===== config.mk =====
export PLATFORM = sky130hd
export DESIGN_NAME = cum_ctrl
export DESIGN_NICKNAME = d
export VERILOG_FILES = /design/src/sv/cum_pkg.sv /design/src/sv/cum_ctrl.sv
export SDC_FILE = /design/constraint.sdc
export NUM_CORES = 1
export LEC_CHECK = 0
export CORE_AREA = 2 2 39 41
export CTS_BUF_LIST = sky130_fd_sc_hd__clkbuf_16
export CTS_CLUSTER_DIAMETER = 40
export DETAILED_ROUTE_END_ITERATION = 8
export DIE_AREA = 0 0 41 43
export DONT_BUFFER_PORTS = 1
export GPL_ROUTABILITY_DRIVEN = 0
export SLEW_MARGIN = 20
export SYNTH_ARGS = -nofsm -noshare
export SYNTH_HDL_FRONTEND = slang
export SYNTH_SLANG_ARGS = --single-unit

===== constraint.sdc =====
create_clock -name clk_i -period 1.1 [get_ports clk_i]
set_input_delay 0.055 -clock clk_i [delete_from_list [all_inputs] [get_ports clk_i]]
set_output_delay 0.055 -clock clk_i [all_outputs]
set_load 0.01 [all_outputs]

===== src/sv/cum_pkg.sv =====
`timescale 1ns / 1ps
`default_nettype none
// ----------------------------------------------------------------------------
// cum_pkg: shared types and constants of the cache utility monitor.
// Holds sizes, command codes, controller states and control structs.
// ----------------------------------------------------------------------------
package cum_pkg;

  localparam int NumThreads = 4;
  localparam int Sets       = 64;
  localparam int Ways       = 16;
  localparam int TagBits    = 20;

  localparam int CmdW  = 3;
  localparam int ThrW  = 2;
  localparam int SetW  = 6;
  localparam int TagW  = 20;
  localparam int PosW  = 4;
  localparam int CntW  = 32;

  localparam int ThrIdxW = (NumThreads > 1) ? $clog2(NumThreads) : 1;
  localparam int SetIdxW = (Sets > 1) ? $clog2(Sets) : 1;
  localparam int WayIdxW = $clog2(Ways);
  localparam int RowAddrW = ThrIdxW + SetIdxW;
  localparam int RowDepth = NumThreads * Sets;
  localparam int CntDepth = NumThreads * Ways;
  localparam int CntIdxW  = $clog2(CntDepth);

  localparam logic [CntW-1:0] CntMax = '1;

  typedef enum logic [CmdW-1:0] {
    CMD_ACCESS = 3'd0,
    CMD_HALVE  = 3'd1,
    CMD_RDPOS  = 3'd2,
    CMD_RDMISS = 3'd3,
    CMD_INVAL  = 3'd4
  } cmd_e;

  typedef enum logic [2:0] {
    ST_IDLE,
    ST_READ,
    ST_UPDATE,
    ST_HALVE,
    ST_COUNT,
    ST_OUT
  } state_e;

  typedef struct packed {
    logic     load;     // capture the request
    logic     rd_row;   // read the shadow row
    logic     update;   // write row, miss counters, read position counter
    logic     halve;    // walk the position counter memory
    logic     count;    // write position counter, capture read value
    logic     out_load; // capture the result
  } ctrl_t;

  typedef struct packed {
    logic [CmdW-1:0] cmd;
    logic            hv_last; // last write of the halving walk
  } stat_t;

endpackage : cum_pkg
`default_nettype wire


===== src/sv/cum_ctrl.sv =====
`timescale 1ns / 1ps
`default_nettype none
// ----------------------------------------------------------------------------
// cum_ctrl: controller of the utility monitor.
// Sequences accept, row read, update, counter walk, counter write and result hand-off.
// ----------------------------------------------------------------------------
module cum_ctrl import cum_pkg::*; (
  input  wire logic  clk_i,
  input  wire logic  rst_ni,
  input  wire logic  in_valid_i,
  output logic       in_ready_o,
  input  wire logic  out_ready_i,
  output logic       out_valid_o,
  input  wire stat_t stat_i,
  output ctrl_t      ctrl_o
);

  state_e state_q, state_d;
  logic   out_valid_q, out_valid_d;

  always_comb begin
    state_d = state_q;
    unique case (state_q)
      ST_IDLE:   if (in_valid_i) state_d = ST_READ;
      ST_READ:   state_d = ST_UPDATE;
      ST_UPDATE: state_d = (stat_i.cmd == CMD_HALVE) ? ST_HALVE : ST_COUNT;
      ST_HALVE:  if (stat_i.hv_last) state_d = ST_COUNT;
      ST_COUNT:  state_d = ST_OUT;
      ST_OUT:    if (!out_valid_q || out_ready_i) state_d = ST_IDLE;
      default:   state_d = ST_IDLE;
    endcase
  end

  always_comb begin
    ctrl_o      = '0;
    in_ready_o  = 1'b0;
    out_valid_d = out_valid_q && !out_ready_i;
    unique case (state_q)
      ST_IDLE:   begin
        in_ready_o  = 1'b1;
        ctrl_o.load = in_valid_i;
      end
      ST_READ:   ctrl_o.rd_row = 1'b1;
      ST_UPDATE: ctrl_o.update = 1'b1;
      ST_HALVE:  ctrl_o.halve = 1'b1;
      ST_COUNT:  ctrl_o.count = 1'b1;
      ST_OUT:    begin
        if (!out_valid_q || out_ready_i) begin
          ctrl_o.out_load = 1'b1;
          out_valid_d     = 1'b1;
        end
      end
      default:   ;
    endcase
  end

  assign out_valid_o = out_valid_q;

  always_ff @(posedge clk_i or negedge rst_ni) begin
    if (!rst_ni) begin
      state_q     <= ST_IDLE;
      out_valid_q <= 1'b0;
    end else begin
      state_q     <= state_d;
      out_valid_q <= out_valid_d;
    end
  end

  a_one_phase: assert property (@(posedge clk_i) disable iff (!rst_ni)
    $onehot0({ctrl_o.load, ctrl_o.rd_row, ctrl_o.update, ctrl_o.halve, ctrl_o.count,
              ctrl_o.out_load}))
    else $error("multiple control phases");
  a_read_follows: assert property (@(posedge clk_i) disable iff (!rst_ni)
    ctrl_o.rd_row |=> ctrl_o.update) else $error("update did not follow read");
  a_load_only_ready: assert property (@(posedge clk_i) disable iff (!rst_ni)
    ctrl_o.load |-> in_ready_o) else $error("load without ready");

endmodule : cum_ctrl
`default_nettype wire


==> qor.txt, run 1 <==
IO Pins -> 16
P_sw -> 0.561 mW
Min cycle time layout -> 1.17 ns
Skew-Pair Late Insertion Delay -> 0.22 ns
Die ar. -> 1760 sq um
H-tree levels -> 1
CP endpoint kind -> output pin
Vias in the first global route -> 304
CP Data Arrival Time -> 1.11 ns
Gr usage total -> 10.7%
Dpl cell area -> 330 sq um
Mean Syn Cell Area -> 8.45 sq um
Via total after detailed routing -> 283
# diodes -> 0
First-pass GRT wire length -> 1280 um
Final setup fails -> 7
Ranking of synthesized cells by area -> dfrtp_1 37%, nand2b_1 6.9%, nor2_1 5.6%
RSZ-0062 raised after global routing -> yes
Fin Setup TNS -> -0.271 ns
FF+latch count, synth -> 4
Remaining DRCs -> 0
Worst-margin pin slew -> 0.337 ns
Clock tree buffer depth -> 2
CTS tree -> done
Largest net degree at the start of global routing -> 10
First DRT Iteration DRCs -> 2
Ys Warns -> 0
VDD IR max -> 1.10 mV
Cells after synthesis -> 32
Maximum Capacitance Violations -> 0
Horiz. Die Dim -> 41 um
Routed Antenna Nets -> 0
Sequential share of power -> 18.7%
Share of the synthesized area in the top cell type -> 37.0%
Final WS setup -> -0.0691 ns
Status -> finished with violations
Relative slew margins -> 77.5%
Fin crit share -> 106%
Layout cells sized above 1 -> 55.6%
Setup CP Type -> register to output pin
Final Hold Fails -> 0
Post-Syn Nets -> 40
Pre-CTS setup slack -> -0.00940 ns
Number of CTS-inserted buffers -> 3
Initial antenna violation count -> 0
Layout Nets -> 55
Crit path max fanout -> 8
Violations in the final reports -> setup timing
Detailed-route wire length per cell -> 12.8 um
IO Port Bufs -> 0
Worst hold slack -> 0.0570 ns
Internal Power -> 1.16 mW
Vias per cell -> 4.64
Power per cell area -> 3490 nW/um^2
CTS sink cnt -> 4
Post-Route WL -> 779 um
Starting density of the core -> 19.5%
P&R area growth vs syn -> 81.9%
1st-pass router iterations -> 4
Post-synthesis sequential area ratio -> 37.0%
Post-synth cell types -> 19
Cell taking the most area after synthesis -> dfrtp_1
Rows -> 14
Static leakage -> 0.227 nW
Worst Skew -> 0.000269 ns
Total core area -> 1380 sq um
Switching Share -> 32.7%
Clock power share -> 32.5%
CTS root buffer -> clkbuf_16
CP Launch Type -> register
Post-route cell area -> 492 sq um
Worst endpoint required time -> 1.04 ns
HP Class -> input port to register
Post-synthesis instance area -> 270 sq um
Clock-pin slew on the worst setup and hold paths -> 0.03 ns
Flop2flop setup slack -> -0.03 ns
Count of final max-slew check failures -> 0
Die H -> 43 um
Combinational power share -> 48.8%
Global route overflow -> 0
Fmax -> 855 MHz
[cells by family after synthesis]
logic type             after synthesis  synth area share (%)
DFF                                  4                  37.0
buffers and inverters                3                  6.02
AOI/OAI and AO/OA                    6                  15.3
and+or+nand+nor                     19                  41.7
[power groups by stage]
stage	Combinational (mW)	Sequential [mW]	Clock [mW]
after floorplan	0.410	0.269	0
after global placement	0.592	0.290	0
after detailed placement	0.591	0.294	0
after CTS	0.803	0.314	0.562
after global routing	0.918	0.333	0.582
final	0.837	0.322	0.558
[Yosys cell counts]
cell type  n
a21o_1     1
a21oi_1    2
a221o_1    1
a22oi_1    1
and2_1     2
and2b_4    1
and3_1     1
buf_2      1
buf_4      1
dfrtp_1    4
inv_1      1
nand2_1    3
nand2b_1   3
nor2_1     4
nor2b_1    1
nor3_1     2
nor3b_1    1
nor4b_2    1
o22ai_1    1
[cells in the final DEF, fill, tap and decap left out, types with 2 or more instances in the layout]
master / synthesis / routed
buf_4: 1 / 9
dfrtp_1: 4 / 2
a21oi_1: 2 / 2
buf_6: 0 / 2
and2_4: 0 / 2
nor2_1: 4 / 2
clkbuf_16: 0 / 3
dfrtp_2: 0 / 2
nand2_1: 3 / 3
nand2b_1: 3 / 3
[metal layers]
| layer | wire length, um | share of wire, % | global-route usage, % |
|---|---|---|---|
| met5 | 0 | 0 | 0 |
| met4 | 0 | 0 | 4.00 |
| met3 | 69 | 8.9 | 5.76 |
| met2 | 411 | 53 | 16.3 |
| met1 | 298 | 38 | 12.0 |
[area by class of cell]
cell class	count	area, sq um
Inverter	1	3.75
Tap cell	16	20.0
Fill cell	149	892
Timing Repair Buffer	12	100
Multi-Input combinational cell	25	190
Clock buffer	3	75.1
Sequential cell	4	103
[flip-flops by register name, indices dropped and copies added, names as in the netlist]
| register | flops |
|---|---|
| out_valid_o | 1 |
| state_q | 3 |
[through the flow]
step	util (%)	instances	total power [mW]
global placement	23.9	53	0.882
detailed placement	23.9	53	0.884
floorplan	-	32	0.679
finish	35.5	61	1.72
global route	35.5	61	1.83
CTS	34.6	60	1.68
[timing repair]
| item | CTS | global route |
|---|---|---|
| hold endpoints to repair | 4 | 0 |
| gates cloned | 0 | 0 |
| buffers inserted | 3 | 1 |
| endpoints found under the setup margin | 9 | 10 |
| hold buffers | 1 | 0 |
| resized for setup | 12 | 1 |
| pin swaps | 2 | 1 |
[critical path: stages, from the launching register on]
cell and delay [ns]:
dfrtp_2 0.46, and2b_4 0.28, and2_4 0.15
[final timing paths]
kind,from,to,cells past startpoint
hold reg to reg,state_q[2],state_q[1],1
hold / removal,stat_i[0],state_q[1],3
max in group asynchronous,rst_ni,state_q[2],1
min in group asynchronous,rst_ni,state_q[0],1
setup / recovery,state_q[2],ctrl_o[2],2
setup reg to reg,state_q[2],state_q[0],3
Power figures use the tool's default switching activity.
==> run 2, diff against run 1 <==
--- a/config.mk
+++ b/config.mk
@@ -16,3 +16,4 @@
 export SYNTH_ARGS = -nofsm -noshare
 export SYNTH_HDL_FRONTEND = slang
 export SYNTH_SLANG_ARGS = --single-unit
+export TNS_END_PERCENT = 20
==> qor.txt, run 2 (synthesis results as in run 1) <==
CTS tree -> done
1st-pass router iterations -> 4 (unchanged)
Total core area -> 1380 sq um (unchanged)
Starting density of the core -> 19.5% (unchanged)
Static leakage -> 0.221 nW (-2.6%)
Final setup fails -> 8 (+1)
Die ar. -> 1760 sq um (unchanged)
Via total after detailed routing -> 279 (-1.4%)
VDD IR max -> 1.10 mV (-0.27%)
Crit path max fanout -> 8 (unchanged)
RSZ-0062 raised after global routing -> yes
Rows -> 14 (unchanged)
CTS root buffer -> clkbuf_16
CP Launch Type -> register
Violations in the final reports -> setup timing
HP Class -> input port to register
R2r endpoint -> state_q[0]
IO Pins -> 16 (unchanged)
Most frequent cells in the layout -> 8 x buf_4, 3 x nand2b_1, 3 x nand2_1, 3 x clkbuf_16
Gr usage total -> 10.6% (-0.10 points)
Routed Antenna Nets -> 0 (unchanged)
Largest net degree at the start of global routing -> 10 (unchanged)
Post-Route WL -> 751 um (-3.6%)
Overall power -> 1.66 mW (-3.1%)
Dpl cell area -> 330 sq um (unchanged)
CP endpoint kind -> output pin
Maximum Capacitance Violations -> 0 (unchanged)
Worst Skew -> 0.000405 ns (+0.000136 ns)
Status -> finished with violations
Post-route cell area -> 474 sq um (-3.6%)
H-tree levels -> 1 (unchanged)
Fin util -> 34.3% (-1.3 points)
Worst endpoint required time -> 1.04 ns (about the same)
Final Hold Fails -> 0 (unchanged)
Max reg flops -> 3 (unchanged)
Vias in the first global route -> 295 (-3.0%)
Clock-pin slew on the worst setup and hold paths -> 0.03 ns (about the same)
Hold Crit Start -> stat_i[0]
Fin crit share -> 105% (-1.2 points)
Worst hold slack -> 0.0575 ns (+0.000509 ns)
Critical R2R Launch -> state_q[2]
Setup CP Type -> register to output pin
CP Data Arrival Time -> 1.10 ns (about the same)
Worst Setup EP -> ctrl_o[2]
Layout Nets -> 54 (-1.8%)
Number of CTS-inserted buffers -> 3 (unchanged)
Final WS setup -> -0.0564 ns (+0.0127 ns)
Remaining DRCs -> 0 (unchanged)
CTS sink cnt -> 4 (unchanged)
Most common cell after layout, fill and taps aside -> buf_4
Fin Setup TNS -> -0.230 ns (+0.0416 ns)
Count of final max-slew check failures -> 0 (unchanged)
# diodes -> 0 (unchanged)
First-pass GRT wire length -> 1260 um (-1.6%)
Layout cells sized above 1 -> 50.0% (-5.6 points)
Fmax -> 865 MHz (+1.1%)
Largest Register -> state_q
Skew-Pair Late Insertion Delay -> 0.22 ns (about the same)
Global route overflow -> 0 (unchanged)
Min cycle time layout -> 1.16 ns (-0.0127 ns)
Flop2flop setup slack -> -0.01 ns (+0.02 ns)
Relative slew margins -> 76.7% (-0.77 points)
P&R area growth vs syn -> 75.5%
Cells on worst reg2reg path -> 3 (unchanged)
IO Port Bufs -> 0 (unchanged)
Horiz. Die Dim -> 41 um (unchanged)
Detailed-route wire length per cell -> 12.5 um (-2.0%)
Worst setup startpoint -> state_q[2]
Clock tree buffer depth -> 2 (unchanged)
First DRT Iteration DRCs -> 13 (+11)
Power per cell area -> 3510 nW/um^2 (+0.53%)
Vias per cell -> 4.65 (+0.23%)
Initial antenna violation count -> 0 (unchanged)
Die H -> 43 um (unchanged)
Worst-margin pin slew -> 0.348 ns (+0.0116 ns)
==> run 2: changes by cell type in the layout (fill, tap and decap cells not counted), sizes merged <==
cell and delta:
buf -1
==> run 2: layout make-up <==
type	instances	area (sq um)
Clock buffer	3	75.1
Fill cell	150	910
Inverter	1	3.75
Multi-Input combinational cell	25	180
Sequential cell	4	103
Tap cell	16	20.0
Timing Repair Buffer	11	92.6
==> run 2: power breakdown <==
group          switching, mW  internal [mW]  total, mW
registers             0.0932          0.222      0.315
clock network         0.0940          0.464      0.558
logic                  0.355          0.437      0.792
total                  0.542           1.12       1.66
==> run 2: worst min path at each step <==
stage	depth (start not counted)	to	slack (ns)
6_report	3	state_q[1]	0.06
3_3_place_gp	0	state_q[1]	-0.24
2_1_floorplan	0	out_valid_o	-0.24
5_1_grt	3	state_q[1]	0.10
4_1_cts	3	state_q[1]	0.06
3_5_place_dp	0	state_q[2]	-0.24
==> run 2: stage by stage <==
stage | worst slack [ns] | cells
after floorplan | 0.0295 | 32
after global placement | 0.0136 | 53
after detailed placement | -0.00940 | 53
after CTS | -0.0564 | 60
after global routing | -0.114 | 60
final | -0.0564 | 60
==> run 2: worst max-delay path: stages, from the launching register on <==
cell and delay (ns):
dfrtp_2 0.45, and2b_4 0.28, and2_4 0.15
==> run 2: timing repair <==
action                                  4_1_cts  5_1_grt
resized for setup                            11        0
pin swaps                                     2        1
endpoints found under the hold margin         4        0
hold buffers                                  1        0
endpoints found under the setup margin        9       10
setup buffers                                 3        0
==> run 2: per-layer routing <==
metal	share of wire (%)	vias to the layer above	track usage, %
li1	-	136	-
met1	38	130	11.7
met2	53	13	16.3
met3	9.5	0	5.76
met4	0	0	4.00
met5	0	-	0
==> run 3, diff against run 2 <==
--- a/config.mk
+++ b/config.mk
@@ -12,6 +12,7 @@
 export DIE_AREA = 0 0 41 43
 export DONT_BUFFER_PORTS = 1
 export GPL_ROUTABILITY_DRIVEN = 0
+export REMOVE_ABC_BUFFERS = 1
 export SLEW_MARGIN = 20
 export SYNTH_ARGS = -nofsm -noshare
 export SYNTH_HDL_FRONTEND = slang
==> qor.txt, run 3 (synthesis results as in run 1) <==
CP Launch Type -> register
Layout Nets -> 57 (+5.6%)
Fill count -> 148 (-1.3%)
IO Pins -> 16 (unchanged)
First-pass GRT wire length -> 1080 um (-14%)
Area of the multi-input gates -> 204 sq um (+13%)
Pre-CTS setup slack -> -0.0255 ns (-0.0161 ns)
CTS root buffer -> clkbuf_16
Number of CTS-inserted buffers -> 3 (unchanged)
Most common cell after layout, fill and taps aside -> buf_4
Vias in the first global route -> 246 (-17%)
Rows -> 14 (unchanged)
Flop2flop setup slack -> 0.01 ns (+0.02 ns)
Worst-margin pin slew -> 0.264 ns (-0.0843 ns)
Final setup fails -> 6 (-2)
Fmax -> 837 MHz (-3.2%)
Hold Crit Depth -> 3 (unchanged)
# diodes -> 0 (unchanged)
Sequential share of power -> 16.6% (-2.3 points)
CTS tree -> done
Hold Path Sink -> state_q[1]
Fin Setup TNS -> -0.366 ns (-0.136 ns)
Internal Power -> 1.21 mW (+8.3%)
Fin crit share -> 109% (+3.5 points)
Vias per cell -> 4.48 (-3.7%)
Status -> finished with violations
Critical R2R Launch -> state_q[2]
R2r endpoint -> state_q[2]
Clock tree buffer depth -> 2 (unchanged)
Global route overflow -> 0 (unchanged)
Via total after detailed routing -> 282 (+1.1%)
Most frequent cells in the layout -> 10 x buf_4, 3 x nand2b_1, 3 x nand2_1, 3 x clkbuf_16, 3 x buf_6
Clock power share -> 31.9% (-1.6 points)
Count of final max-slew check failures -> 0 (unchanged)
Clock-pin slew on the worst setup and hold paths -> 0.03 ns (about the same)
Maximum Capacitance Violations -> 0 (unchanged)
Min cycle time layout -> 1.20 ns (+0.0387 ns)
Initial antenna violation count -> 0 (unchanged)
H-tree levels -> 1 (unchanged)
Die H -> 43 um (unchanged)
Cell Count Post-Placement -> 56 (+5.7%)
Detailed-route wire length per cell -> 11.3 um (-9.7%)
1st-pass router iterations -> 4 (unchanged)
Switching Share -> 32.5% (-0.11 points)
Largest net degree at the start of global routing -> 7 (-3)
Crit path max fanout -> 6 (-2)
Hold Crit Start -> stat_i[0]
RSZ-0062 raised after global routing -> yes
Combinational power share -> 51.5% (+3.9 points)
Final Hold Fails -> 0 (unchanged)
P&R area growth vs syn -> 94.0%
CP endpoint kind -> output pin
Max reg flops -> 3 (unchanged)
Total core area -> 1380 sq um (unchanged)
Overall power -> 1.80 mW (+8.1%)
Die ar. -> 1760 sq um (unchanged)
VDD IR max -> 0.924 mV (-16%)
Skew-Pair Late Insertion Delay -> 0.23 ns (about the same)
Setup CP Type -> register to output pin
CTS sink cnt -> 4 (unchanged)
Power per cell area -> 3430 nW/um^2 (-2.2%)
Horiz. Die Dim -> 41 um (unchanged)
Starting density of the core -> 19.5% (unchanged)
Fin cells -> 63 (+5.0%)
Worst hold slack -> 0.0504 ns (-0.00705 ns)
Register Area -> 103 sq um (unchanged)
IO Port Bufs -> 0 (unchanged)
Remaining DRCs -> 0 (unchanged)
HP Class -> input port to register
Worst endpoint required time -> 1.04 ns (about the same)
Routed Antenna Nets -> 0 (unchanged)
Final WS setup -> -0.0951 ns (-0.0387 ns)
Violations in the final reports -> setup timing
DP HPWL -> 545 um
Largest Register -> state_q
Static leakage -> 0.245 nW (+11%)
First DRT Iteration DRCs -> 4 (-9)
Gr usage total -> 9.95% (-0.62 points)
Relative slew margins -> 82.3% (+5.6 points)
CP Data Arrival Time -> 1.14 ns (+0.04 ns)
P_sw -> 0.584 mW (+7.7%)
Cells on worst reg2reg path -> 4 (+1)
Worst Skew -> 0.00152 ns (+0.00111 ns)
Layout cells sized above 1 -> 61.7% (+12 points)
Post-Route WL -> 712 um (-5.2%)
[run 3: cell types whose count changed in the layout (fill, tap and decap cells not counted)]
cell / before / now
buf_6: 2 / 3
nor2_2: 1 / 2
nor2b_2: 0 / 1
and3_1: 1 / 0
nor3b_1: 1 / 0
buf_4: 8 / 10
nor3b_2: 0 / 1
nor4b_2: 1 / 0
nor2b_1: 1 / 0
nor4b_4: 0 / 1
nor2_1: 2 / 1
and3_4: 0 / 1
[run 3: layout make-up]
type,instances,area share [%]
clock buffers,3,14.3
inverters,1,0.716
multi-input cells,25,38.9
flip-flops and latches,4,19.6
well taps,16,3.82
repair buffers,14,22.7
[run 3: what timing repair did]
| item | CTS | global route |
|---|---|---|
| gates cloned | 0 | 0 |
| setup buffers | 2 | 1 |
| resized for setup | 11 | 6 |
| hold buffers | 1 | 0 |
| endpoints found under the setup margin | 7 | 10 |
| hold endpoints to repair | 4 | 0 |
| pin swaps | 2 | 0 |
[run 3: how the worst max path moves through the flow]
stage,cells past startpoint,to,startpoint
4_1_cts,3,ctrl_o[2],state_q[2]
3_5_place_dp,3,state_q[2],state_q[0]
5_1_grt,3,ctrl_o[5],state_q[2]
6_report,3,ctrl_o[2],state_q[2]
3_3_place_gp,3,state_q[2],state_q[0]
2_1_floorplan,3,state_q[2],state_q[0]
[run 3: power by group through the flow]
stage	Combinational, mW	Clock [mW]	Sequential (mW)
after detailed placement	0.676	0	0.283
after CTS	0.869	0.581	0.289
after global routing	0.999	0.586	0.314
after global placement	0.679	0	0.280
final	0.926	0.573	0.300
after floorplan	0.315	0	0.322
[run 3: per-stage QoR]
| step | util, % | instance area, sq um |
|---|---|---|
| floorplan | - | 258 |
| global placement | 25.5 | 353 |
| detailed placement | 25.5 | 353 |
| CTS | 35.8 | 495 |
| global route | 37.9 | 524 |
| finish | 37.9 | 524 |
[run 3: per-layer routing]
| layer | track usage, % | share of wire (%) | vias up |
|---|---|---|---|
| met5 | 0 | 0 | - |
| met4 | 10.0 | 2.8 | 0 |
| met3 | 3.66 | 6.2 | 2 |
| met2 | 11.3 | 42 | 11 |
| met1 | 13.2 | 49 | 127 |
| li1 | - | - | 142 |
[run 3: worst max-delay path, cell delays in order (launching register included)]
cell	delay, ns
dfrtp_2	0.43
and2b_4	0.26
buf_6	0.09
and2_4	0.14
